`src/rtl/wsfu_pkg.sv`:
```
// Package for the frame unmasker: channel payload types, the command passed
// from the header parser to the output stage, result and error codes.
// No dependencies.
`default_nettype none

package wsfu_pkg;

	// Depth of the command queue between parser and output stage.
	localparam int QDepth = 4;
	localparam int QAw    = $clog2(QDepth);
	localparam int QCw    = $clog2(QDepth + 1);

	// Seven-bit length codes.
	localparam logic [6:0] LenMax7 = 7'd125;
	localparam logic [6:0] Len16   = 7'd126;

	// Remaining extended-length bytes after the first one, and key bytes after the first.
	localparam logic [2:0] ExtCnt16 = 3'd1;
	localparam logic [2:0] ExtCnt64 = 3'd7;
	localparam logic [2:0] KeyCnt   = 3'd3;

	typedef enum logic [1:0] {
		KIND_HEADER  = 2'd0,
		KIND_PAYLOAD = 2'd1,
		KIND_ERROR   = 2'd2
	} kind_t;

	typedef enum logic [1:0] {
		ERR_NONE      = 2'd0,
		ERR_UNMASKED  = 2'd1,
		ERR_TRUNCATED = 2'd2
	} err_t;

	typedef enum logic [5:0] {
		PH_FIRST   = 6'b000001,
		PH_SECOND  = 6'b000010,
		PH_EXTLEN  = 6'b000100,
		PH_KEY     = 6'b001000,
		PH_PAYLOAD = 6'b010000,
		PH_SKIP    = 6'b100000
	} phase_t;

	typedef struct packed {
		logic [7:0] rx_byte;
		logic       buffer_end;
	} rx_req_t;

	typedef struct packed {
		logic [1:0]  result_kind;
		logic        fin_flag;
		logic [3:0]  frame_opcode;
		logic [63:0] payload_length;
		logic [7:0]  payload_byte;
		logic        frame_done;
		logic [1:0]  error_code;
	} res_req_t;

	// One queued command: the payload data and key byte are combined in the output stage.
	typedef struct packed {
		kind_t       kind;
		logic        fin;
		logic [3:0]  opcode;
		logic [63:0] length;
		logic [7:0]  data;
		logic [7:0]  key;
		logic        done;
		err_t        err;
	} cmd_t;

	// Write side of the queue.
	typedef struct packed {
		logic push;
		cmd_t cmd;
	} cmd_push_t;

endpackage

`default_nettype wire

```
`src/rtl/wsfu_front.sv`:
```
// Header parser: accepts received bytes, tracks the frame phase and issues
// one command per byte that produces a result. Depends on wsfu_pkg.
`default_nettype none

module wsfu_front (
	input  wire logic               clk,
	input  wire logic               arst_n,
	input  wire logic               acc,
	input  wire wsfu_pkg::rx_req_t  req,
	output wsfu_pkg::cmd_push_t     wr
);

	wsfu_pkg::phase_t phase_q, phase_d;
	logic        fin_q, fin_d;
	logic [3:0]  opcode_q, opcode_d;
	logic [63:0] len_q, len_d;
	logic [63:0] left_q, left_d;
	logic [2:0]  cnt_q, cnt_d;
	logic [31:0] mask_q, mask_d;
	logic [1:0]  kidx_q, kidx_d;
	logic [7:0]  b;
	logic        last;
	logic [7:0]  kb;

	assign b    = req.rx_byte;
	assign last = req.buffer_end;

	always_comb begin
		unique case (kidx_q)
			2'd0: kb = mask_q[31:24];
			2'd1: kb = mask_q[23:16];
			2'd2: kb = mask_q[15:8];
			2'd3: kb = mask_q[7:0];
		endcase
	end

	always_comb begin
		phase_d  = phase_q;
		fin_d    = fin_q;
		opcode_d = opcode_q;
		len_d    = len_q;
		left_d   = left_q;
		cnt_d    = cnt_q;
		mask_d   = mask_q;
		kidx_d   = kidx_q;
		wr       = '0;
		wr.cmd.kind = wsfu_pkg::KIND_ERROR;
		wr.cmd.err  = wsfu_pkg::ERR_TRUNCATED;
		wr.cmd.done = 1'b1;
		if (acc) begin
			unique case (phase_q)
				wsfu_pkg::PH_FIRST: begin
					fin_d    = b[7];
					opcode_d = b[3:0];
					if (last) begin
						wr.push = 1'b1;
					end else begin
						phase_d = wsfu_pkg::PH_SECOND;
					end
				end
				wsfu_pkg::PH_SECOND: begin
					if (!b[7]) begin
						wr.push    = 1'b1;
						wr.cmd.err = wsfu_pkg::ERR_UNMASKED;
						phase_d    = last ? wsfu_pkg::PH_FIRST : wsfu_pkg::PH_SKIP;
					end else if (last) begin
						wr.push = 1'b1;
						phase_d = wsfu_pkg::PH_FIRST;
					end else begin
						kidx_d = 2'd0;
						mask_d = '0;
						if (b[6:0] <= wsfu_pkg::LenMax7) begin
							len_d   = {57'd0, b[6:0]};
							cnt_d   = wsfu_pkg::KeyCnt;
							phase_d = wsfu_pkg::PH_KEY;
						end else begin
							len_d   = '0;
							cnt_d   = (b[6:0] == wsfu_pkg::Len16) ? wsfu_pkg::ExtCnt16
								: wsfu_pkg::ExtCnt64;
							phase_d = wsfu_pkg::PH_EXTLEN;
						end
					end
				end
				wsfu_pkg::PH_EXTLEN: begin
					len_d = {len_q[55:0], b};
					if (last) begin
						wr.push = 1'b1;
						phase_d = wsfu_pkg::PH_FIRST;
					end else if (cnt_q == 3'd0) begin
						cnt_d   = wsfu_pkg::KeyCnt;
						phase_d = wsfu_pkg::PH_KEY;
					end else begin
						cnt_d = cnt_q - 3'd1;
					end
				end
				wsfu_pkg::PH_KEY: begin
					mask_d = {mask_q[23:0], b};
					if (cnt_q != 3'd0) begin
						cnt_d = cnt_q - 3'd1;
						if (last) begin
							wr.push = 1'b1;
							phase_d = wsfu_pkg::PH_FIRST;
						end
					end else begin
						left_d = len_q;
						kidx_d = 2'd0;
						if (len_q == 64'd0) begin
							wr.push        = 1'b1;
							wr.cmd.kind    = wsfu_pkg::KIND_HEADER;
							wr.cmd.err     = wsfu_pkg::ERR_NONE;
							wr.cmd.fin     = fin_q;
							wr.cmd.opcode  = opcode_q;
							phase_d        = last ? wsfu_pkg::PH_FIRST : wsfu_pkg::PH_SKIP;
						end else if (last) begin
							wr.push = 1'b1;
							phase_d = wsfu_pkg::PH_FIRST;
						end else begin
							wr.push       = 1'b1;
							wr.cmd.kind   = wsfu_pkg::KIND_HEADER;
							wr.cmd.err    = wsfu_pkg::ERR_NONE;
							wr.cmd.fin    = fin_q;
							wr.cmd.opcode = opcode_q;
							wr.cmd.length = len_q;
							wr.cmd.done   = 1'b0;
							phase_d       = wsfu_pkg::PH_PAYLOAD;
						end
					end
				end
				wsfu_pkg::PH_PAYLOAD: begin
					kidx_d  = kidx_q + 2'd1;
					left_d  = left_q - 64'd1;
					wr.push = 1'b1;
					if (left_q == 64'd1) begin
						wr.cmd.kind = wsfu_pkg::KIND_PAYLOAD;
						wr.cmd.err  = wsfu_pkg::ERR_NONE;
						wr.cmd.data = b;
						wr.cmd.key  = kb;
						phase_d     = last ? wsfu_pkg::PH_FIRST : wsfu_pkg::PH_SKIP;
					end else if (last) begin
						phase_d = wsfu_pkg::PH_FIRST;
					end else begin
						wr.cmd.kind = wsfu_pkg::KIND_PAYLOAD;
						wr.cmd.err  = wsfu_pkg::ERR_NONE;
						wr.cmd.data = b;
						wr.cmd.key  = kb;
						wr.cmd.done = 1'b0;
					end
				end
				wsfu_pkg::PH_SKIP: begin
					if (last) begin
						phase_d = wsfu_pkg::PH_FIRST;
					end
				end
				default: begin
					phase_d = wsfu_pkg::PH_FIRST;
				end
			endcase
		end
	end

	always_ff @(posedge clk or negedge arst_n) begin
		if (!arst_n) begin
			phase_q  <= wsfu_pkg::PH_FIRST;
			fin_q    <= 1'b0;
			opcode_q <= '0;
			len_q    <= '0;
			left_q   <= '0;
			cnt_q    <= '0;
			mask_q   <= '0;
			kidx_q   <= '0;
		end else begin
			phase_q  <= phase_d;
			fin_q    <= fin_d;
			opcode_q <= opcode_d;
			len_q    <= len_d;
			left_q   <= left_d;
			cnt_q    <= cnt_d;
			mask_q   <= mask_d;
			kidx_q   <= kidx_d;
		end
	end

endmodule

`default_nettype wire

```
`src/rtl/wsfu_queue.sv`:
```
// Short command queue between the parser and the output stage.
// Register file with read and write pointers. Depends on wsfu_pkg.
`default_nettype none

module wsfu_queue (
	input  wire logic                clk,
	input  wire logic                arst_n,
	input  wire wsfu_pkg::cmd_push_t wr,
	input  wire logic                pop,
	output wsfu_pkg::cmd_t           head,
	output logic                     empty,
	output logic                     full
);

	wsfu_pkg::cmd_t                  mem_q [wsfu_pkg::QDepth];
	logic [wsfu_pkg::QAw-1:0]        wptr_q, rptr_q;
	logic [wsfu_pkg::QCw-1:0]        cnt_q;
	logic                            do_pop;

	assign empty  = (cnt_q == '0);
	assign full   = (cnt_q == wsfu_pkg::QCw'(wsfu_pkg::QDepth));
	assign head   = mem_q[rptr_q];
	assign do_pop = pop && !empty;

	always_ff @(posedge clk) begin
		if (wr.push) begin
			mem_q[wptr_q] <= wr.cmd;
		end
	end

	always_ff @(posedge clk or negedge arst_n) begin
		if (!arst_n) begin
			wptr_q <= '0;
			rptr_q <= '0;
			cnt_q  <= '0;
		end else begin
			if (wr.push) begin
				wptr_q <= wptr_q + 1'b1;
			end
			if (do_pop) begin
				rptr_q <= rptr_q + 1'b1;
			end
			unique case ({wr.push, do_pop})
				2'b10:   cnt_q <= cnt_q + 1'b1;
				2'b01:   cnt_q <= cnt_q - 1'b1;
				default: cnt_q <= cnt_q;
			endcase
		end
	end

endmodule

`default_nettype wire

```
`src/rtl/wsfu_back.sv`:
```
// Output stage: takes commands from the queue, unmasks payload bytes and
// holds each result in an output register. Depends on wsfu_pkg.
`default_nettype none

module wsfu_back (
	input  wire logic                clk,
	input  wire logic                arst_n,
	input  wire wsfu_pkg::cmd_t      head,
	input  wire logic                empty,
	output logic                     pop,
	output logic                     res_valid,
	input  wire logic                res_stall,
	output wsfu_pkg::res_req_t       res_data
);

	logic                  valid_q;
	wsfu_pkg::res_req_t    data_q;
	logic                  take;

	assign take      = !valid_q || !res_stall;
	assign pop       = take && !empty;
	assign res_valid = valid_q;
	assign res_data  = data_q;

	always_ff @(posedge clk or negedge arst_n) begin
		if (!arst_n) begin
			valid_q <= 1'b0;
		end else if (take) begin
			valid_q <= !empty;
		end
	end

	always_ff @(posedge clk) begin
		if (pop) begin
			data_q.result_kind    <= head.kind;
			data_q.fin_flag       <= head.fin;
			data_q.frame_opcode   <= head.opcode;
			data_q.payload_length <= head.length;
			data_q.payload_byte   <= head.data ^ head.key;
			data_q.frame_done     <= head.done;
			data_q.error_code     <= head.err;
		end
	end

endmodule

`default_nettype wire

```
`src/rtl/websocket_frame_unmasker.sv`:
```
// Top level of the client frame unmasker: parser, command queue and output stage.
// Depends on wsfu_pkg, wsfu_front, wsfu_queue and wsfu_back.
//
//   Channel | Direction | Handshake          | Payload
//   rx      | into      | rx_valid/rx_stall  | rx_data  (wsfu_pkg::rx_req_t)
//   res     | out of    | res_valid/res_stall| res_data (wsfu_pkg::res_req_t)
//
// The block takes one received byte per cycle while rx_stall is low. The parser
// decodes a byte in the cycle it is accepted and writes its command into the queue
// at that edge; the output register then loads it from the queue head once it holds no result or its result is taken.
// Reset clears the parse phase, the queue pointers and the output valid.
// While res_stall is high, queued results build up; rx_stall rises once the
// four-entry command queue is full, and falls the cycle after a result is taken.
`default_nettype none

module websocket_frame_unmasker (
	input  wire logic               clk,
	input  wire logic               arst_n,
	input  wire logic               rx_valid,
	output logic                    rx_stall,
	input  wire wsfu_pkg::rx_req_t  rx_data,
	output logic                    res_valid,
	input  wire logic               res_stall,
	output wsfu_pkg::res_req_t      res_data
);

	logic                 rx_acc;
	wsfu_pkg::cmd_push_t  cmd_wr;
	wsfu_pkg::cmd_t       cmd_head;
	logic                 q_empty;
	logic                 q_full;
	logic                 q_pop;

	// The parser stalls only when there is no room for a command it may issue.
	assign rx_stall = q_full;
	assign rx_acc   = rx_valid && !rx_stall;

	// The parser holds the frame state and decides which bytes give results.
	wsfu_front u_front (
		.clk    (clk),
		.arst_n (arst_n),
		.acc    (rx_acc),
		.req    (rx_data),
		.wr     (cmd_wr)
	);

	// The queue decouples the parser from a stalled output.
	wsfu_queue u_queue (
		.clk    (clk),
		.arst_n (arst_n),
		.wr     (cmd_wr),
		.pop    (q_pop),
		.head   (cmd_head),
		.empty  (q_empty),
		.full   (q_full)
	);

	// The output stage applies the masking key and registers each result.
	wsfu_back u_back (
		.clk       (clk),
		.arst_n    (arst_n),
		.head      (cmd_head),
		.empty     (q_empty),
		.pop       (q_pop),
		.res_valid (res_valid),
		.res_stall (res_stall),
		.res_data  (res_data)
	);

endmodule

`default_nettype wire

```
`config.mk`:
```
export PLATFORM = sky130hd
export DESIGN_NAME = websocket_frame_unmasker
export DESIGN_NICKNAME = d
export VERILOG_FILES = /design/src/rtl/wsfu_pkg.sv /design/src/rtl/wsfu_front.sv /design/src/rtl/wsfu_queue.sv /design/src/rtl/wsfu_back.sv /design/src/rtl/websocket_frame_unmasker.sv
export SDC_FILE = /design/constraint.sdc
export NUM_CORES = 1
export LEC_CHECK = 0
export ABC_CLOCK_PERIOD_IN_PS = 13000
export CAP_MARGIN = 20
export CORE_UTILIZATION = 68
export CTS_CLUSTER_SIZE = 16
export DETAILED_ROUTE_END_ITERATION = 10
export DONT_BUFFER_PORTS = 1
export GPL_TIMING_DRIVEN = 0
export PLACE_DENSITY = 0.84
export SETUP_SLACK_MARGIN = 0.3
export SLEW_MARGIN = 0
export SYNTH_ARGS = -nofsm -noshare
export SYNTH_HDL_FRONTEND = slang
export SYNTH_SLANG_ARGS = --single-unit
```
`constraint.sdc`:
```
create_clock -name clk -period 13 [get_ports clk]
set_input_delay 2.6 -clock clk [delete_from_list [all_inputs] [get_ports clk]]
set_output_delay 2.6 -clock clk [all_outputs]
set_load 0.005 [all_outputs]
```
==> results.toml <==
[clock_tree]
insertion_delay_ps = 610
cts_resized = 0
clkSlewWorstSetupHoldPaths_ps = 60
holdBufCountCts = 0
cts-root-buf = "clkbuf_16"
cts_buffer_depth = 3
ctsHtreeMaxLevel = 2
cts_tree = "done"
numCtsBuffers = 58
clkSinkCount = 626
cts_setup_buffers = 0

[floorplan]
die_w_um = 196
row_count = 70
ios = 97
core_region_area_um2 = 36800
die_y_um = 196
die-area_um2 = 38400
initial_core_util_pct = 69.6

[layout]
drive_gt1_share_pct = 12.3
final_common_cell = "edfxtp_1"
fillers = 2090
postLayoutCellArea_um2 = 28400
multi_input_area_um2 = 7280
layout.nets = 1810
final_util_pct = 77.1
layout_common_cells = "442 x edfxtp_1, 183 x dfrtp_1, 160 x nand2_1"
seqCellArea_um2 = 17900
diodes = 0
syn2layout_area_growth_pct = 10.9

[global_routing]
overflow = 0
track_usage_pct = 34.1
grt_max_degree = 185
grt_first_pass_wirelength_um = 96600
antenna_found_initial = 1
grt_pass1_vias = 16200

[power_and_ir_drop]
p_leak_uw = 0.0103
irDropWorstVdd_v = 0.000183
p_per_area_nw_per_um2 = 189

[worst_setup_path]
r2r-start = "u_front.len_q[0]"
r2r_cells = 7
critPathArrivalTime_ps = 5130
r2r_end = "u_queue.mem_q[0][35]"
rrSetupSlack_ps = 8970
crit_fanout = 10
cp-start-kind = "input port"
crit_type = "in2reg"
critPathRequiredTime_ps = 13530
cp-end-kind = "flip-flop"

[hold_path]
hold_path.class = "reg2reg"
min_to = "u_front.mask_q[28]"
hold_path.startpoint = "u_front.mask_q[28]"
whs_path_depth = 2

[routing]
routedWlPerCell_um = 27.7
vias = 16300
drtAntennaViolNets = 0
drc_errors = 0
drt-initial-drc-count = 1850
drt_wl_total_um = 63800
viasPerCell = 7.08
dr.pass1.iters = 6

[logic_synthesis]
syn_area_per_cell_um2 = 14.9
synth_top_flop_cell = "edfxtp_1"
ys_seq_area_share_pct = 69.9
synth_area_um2 = 25600
synth_edf_count = 442
synthCells = 1714
synthesis.nets = 1741
ys_async_sr_fraction_pct = 29.4
ys_warn_count = 0
synth_seq_cells = 626
ys_types = 73

[sta]
period_share_pct = 35.4
setup_viol = 0
worstMarginPinSlew_ps = 1230
drv_slew = 0
skew_ps = 19.2
fmax_ghz = 0.217
grt_setup_unrepaired = "no"
max_slew_margin_pct = 17.2
hold_viol = 0
min_period_ps = 4600
finalSetupTns_ps = 0

[placed_design]
gp_congestion = 0.982
dpl_cell_area_um2 = 26400
port_buffers = 0
place_hpwl_um = 39700

[run_status]
status = "finished, final reports clean"

[run]
max-cap-violations = 0
[kinds of logic after synthesis]
family                   after synthesis  share of synthesized area, %
AND/OR/NAND/NOR                      531                          10.7
flip-flops                           626                          69.9
buffers and inverters                116                          1.77
AO/OA/AOI/OAI                        297                          8.03
multiplexers                          92                          7.65
XOR/XNOR                              38                          1.30
adder cells (fa/ha/maj)               14                         0.714
[worst max-delay path by stage]
| stage | depth (start not counted) | slack, ps | start | to |
|---|---|---|---|---|
| after floorplan | 7 | 4770 | res_stall | u_queue.cnt_q[2] |
| final | 7 | 8400 | rx_data[8] | u_front.len_q[36] |
| after detailed placement | 7 | 7910 | rx_data[8] | u_front.len_q[36] |
| after global routing | 7 | 8400 | rx_data[8] | u_front.len_q[36] |
| after CTS | 7 | 8530 | rx_data[8] | u_front.len_q[41] |
| after global placement | 7 | 2540 | res_stall | u_queue.cnt_q[2] |
[per-stage QoR]
step,total power [uW],worst slack (ps),cells,hold slack (ps)
final,5380,8400,2301,472
after global routing,5550,8400,2301,497
after floorplan,3330,4770,1714,439
after detailed placement,3640,7910,2189,456
after global placement,3610,2540,2182,453
after CTS,5380,8530,2299,472
[registers in the layout, indices dropped and copies added, names as in the netlist]
name	flops
u_front.phase_q	6
u_front.mask_q	32
u_back.res_data	82
u_front.opcode_q	4
u_queue.wptr_q	2
u_queue.rptr_q	2
u_queue.mem_q	360
u_front.left_q	64
u_front.cnt_q	3
u_queue.cnt_q	3
u_front.len_q	64
u_front.kidx_q	2
u_front.fin_q	1
u_back.res_valid	1
[cell type report]
class | count | area share, %
clock inverters | 24 | 0.904
plain buffers | 92 | 1.28
flip-flops and latches | 626 | 63.0
clock buffers | 86 | 6.05
well taps | 468 | 2.06
repair buffers | 9 | 0.719
multi-input cells | 972 | 25.6
inverters | 24 | 0.318
[metal layers]
layer | track usage, % | up-vias | wire, um
li1 | - | 6782 | -
met1 | 47.7 | 8184 | 24300
met5 | 0 | - | 13
met3 | 6.43 | 253 | 6210
met2 | 53.3 | 1072 | 30500
met4 | 15.1 | 2 | 2820
[Yosys cell counts, drive strengths merged, types with 38 or more instances]
master,count,area share (%)
edfxtp,442,52
nor4,38,1.1
dfrtp,183,18
clkbuf,66,0.97
nor2,73,1.1
a21oi,66,1.3
mux4,82,7.2
nand2,160,2.3
o21ai,61,1.2
and2,86,2.1
nand3,59,1.2
nor3,38,0.76
a22o,63,2.2
[report_power, final]
| part | switching, uW | internal [uW] | leakage, uW |
|---|---|---|---|
| Clock | 731 | 1010 | 0.000972 |
| Combinational | 539 | 399 | 0.00282 |
| Sequential | 186 | 2510 | 0.00654 |
[critical path: stages]
cell	delay, ps
clkbuf_1	450
nand2b_1	150
a21oi_1	310
and2_1	280
clkbuf_1	550
clkbuf_1	530
a22o_1	250
(Power assumes the default switching activity.)
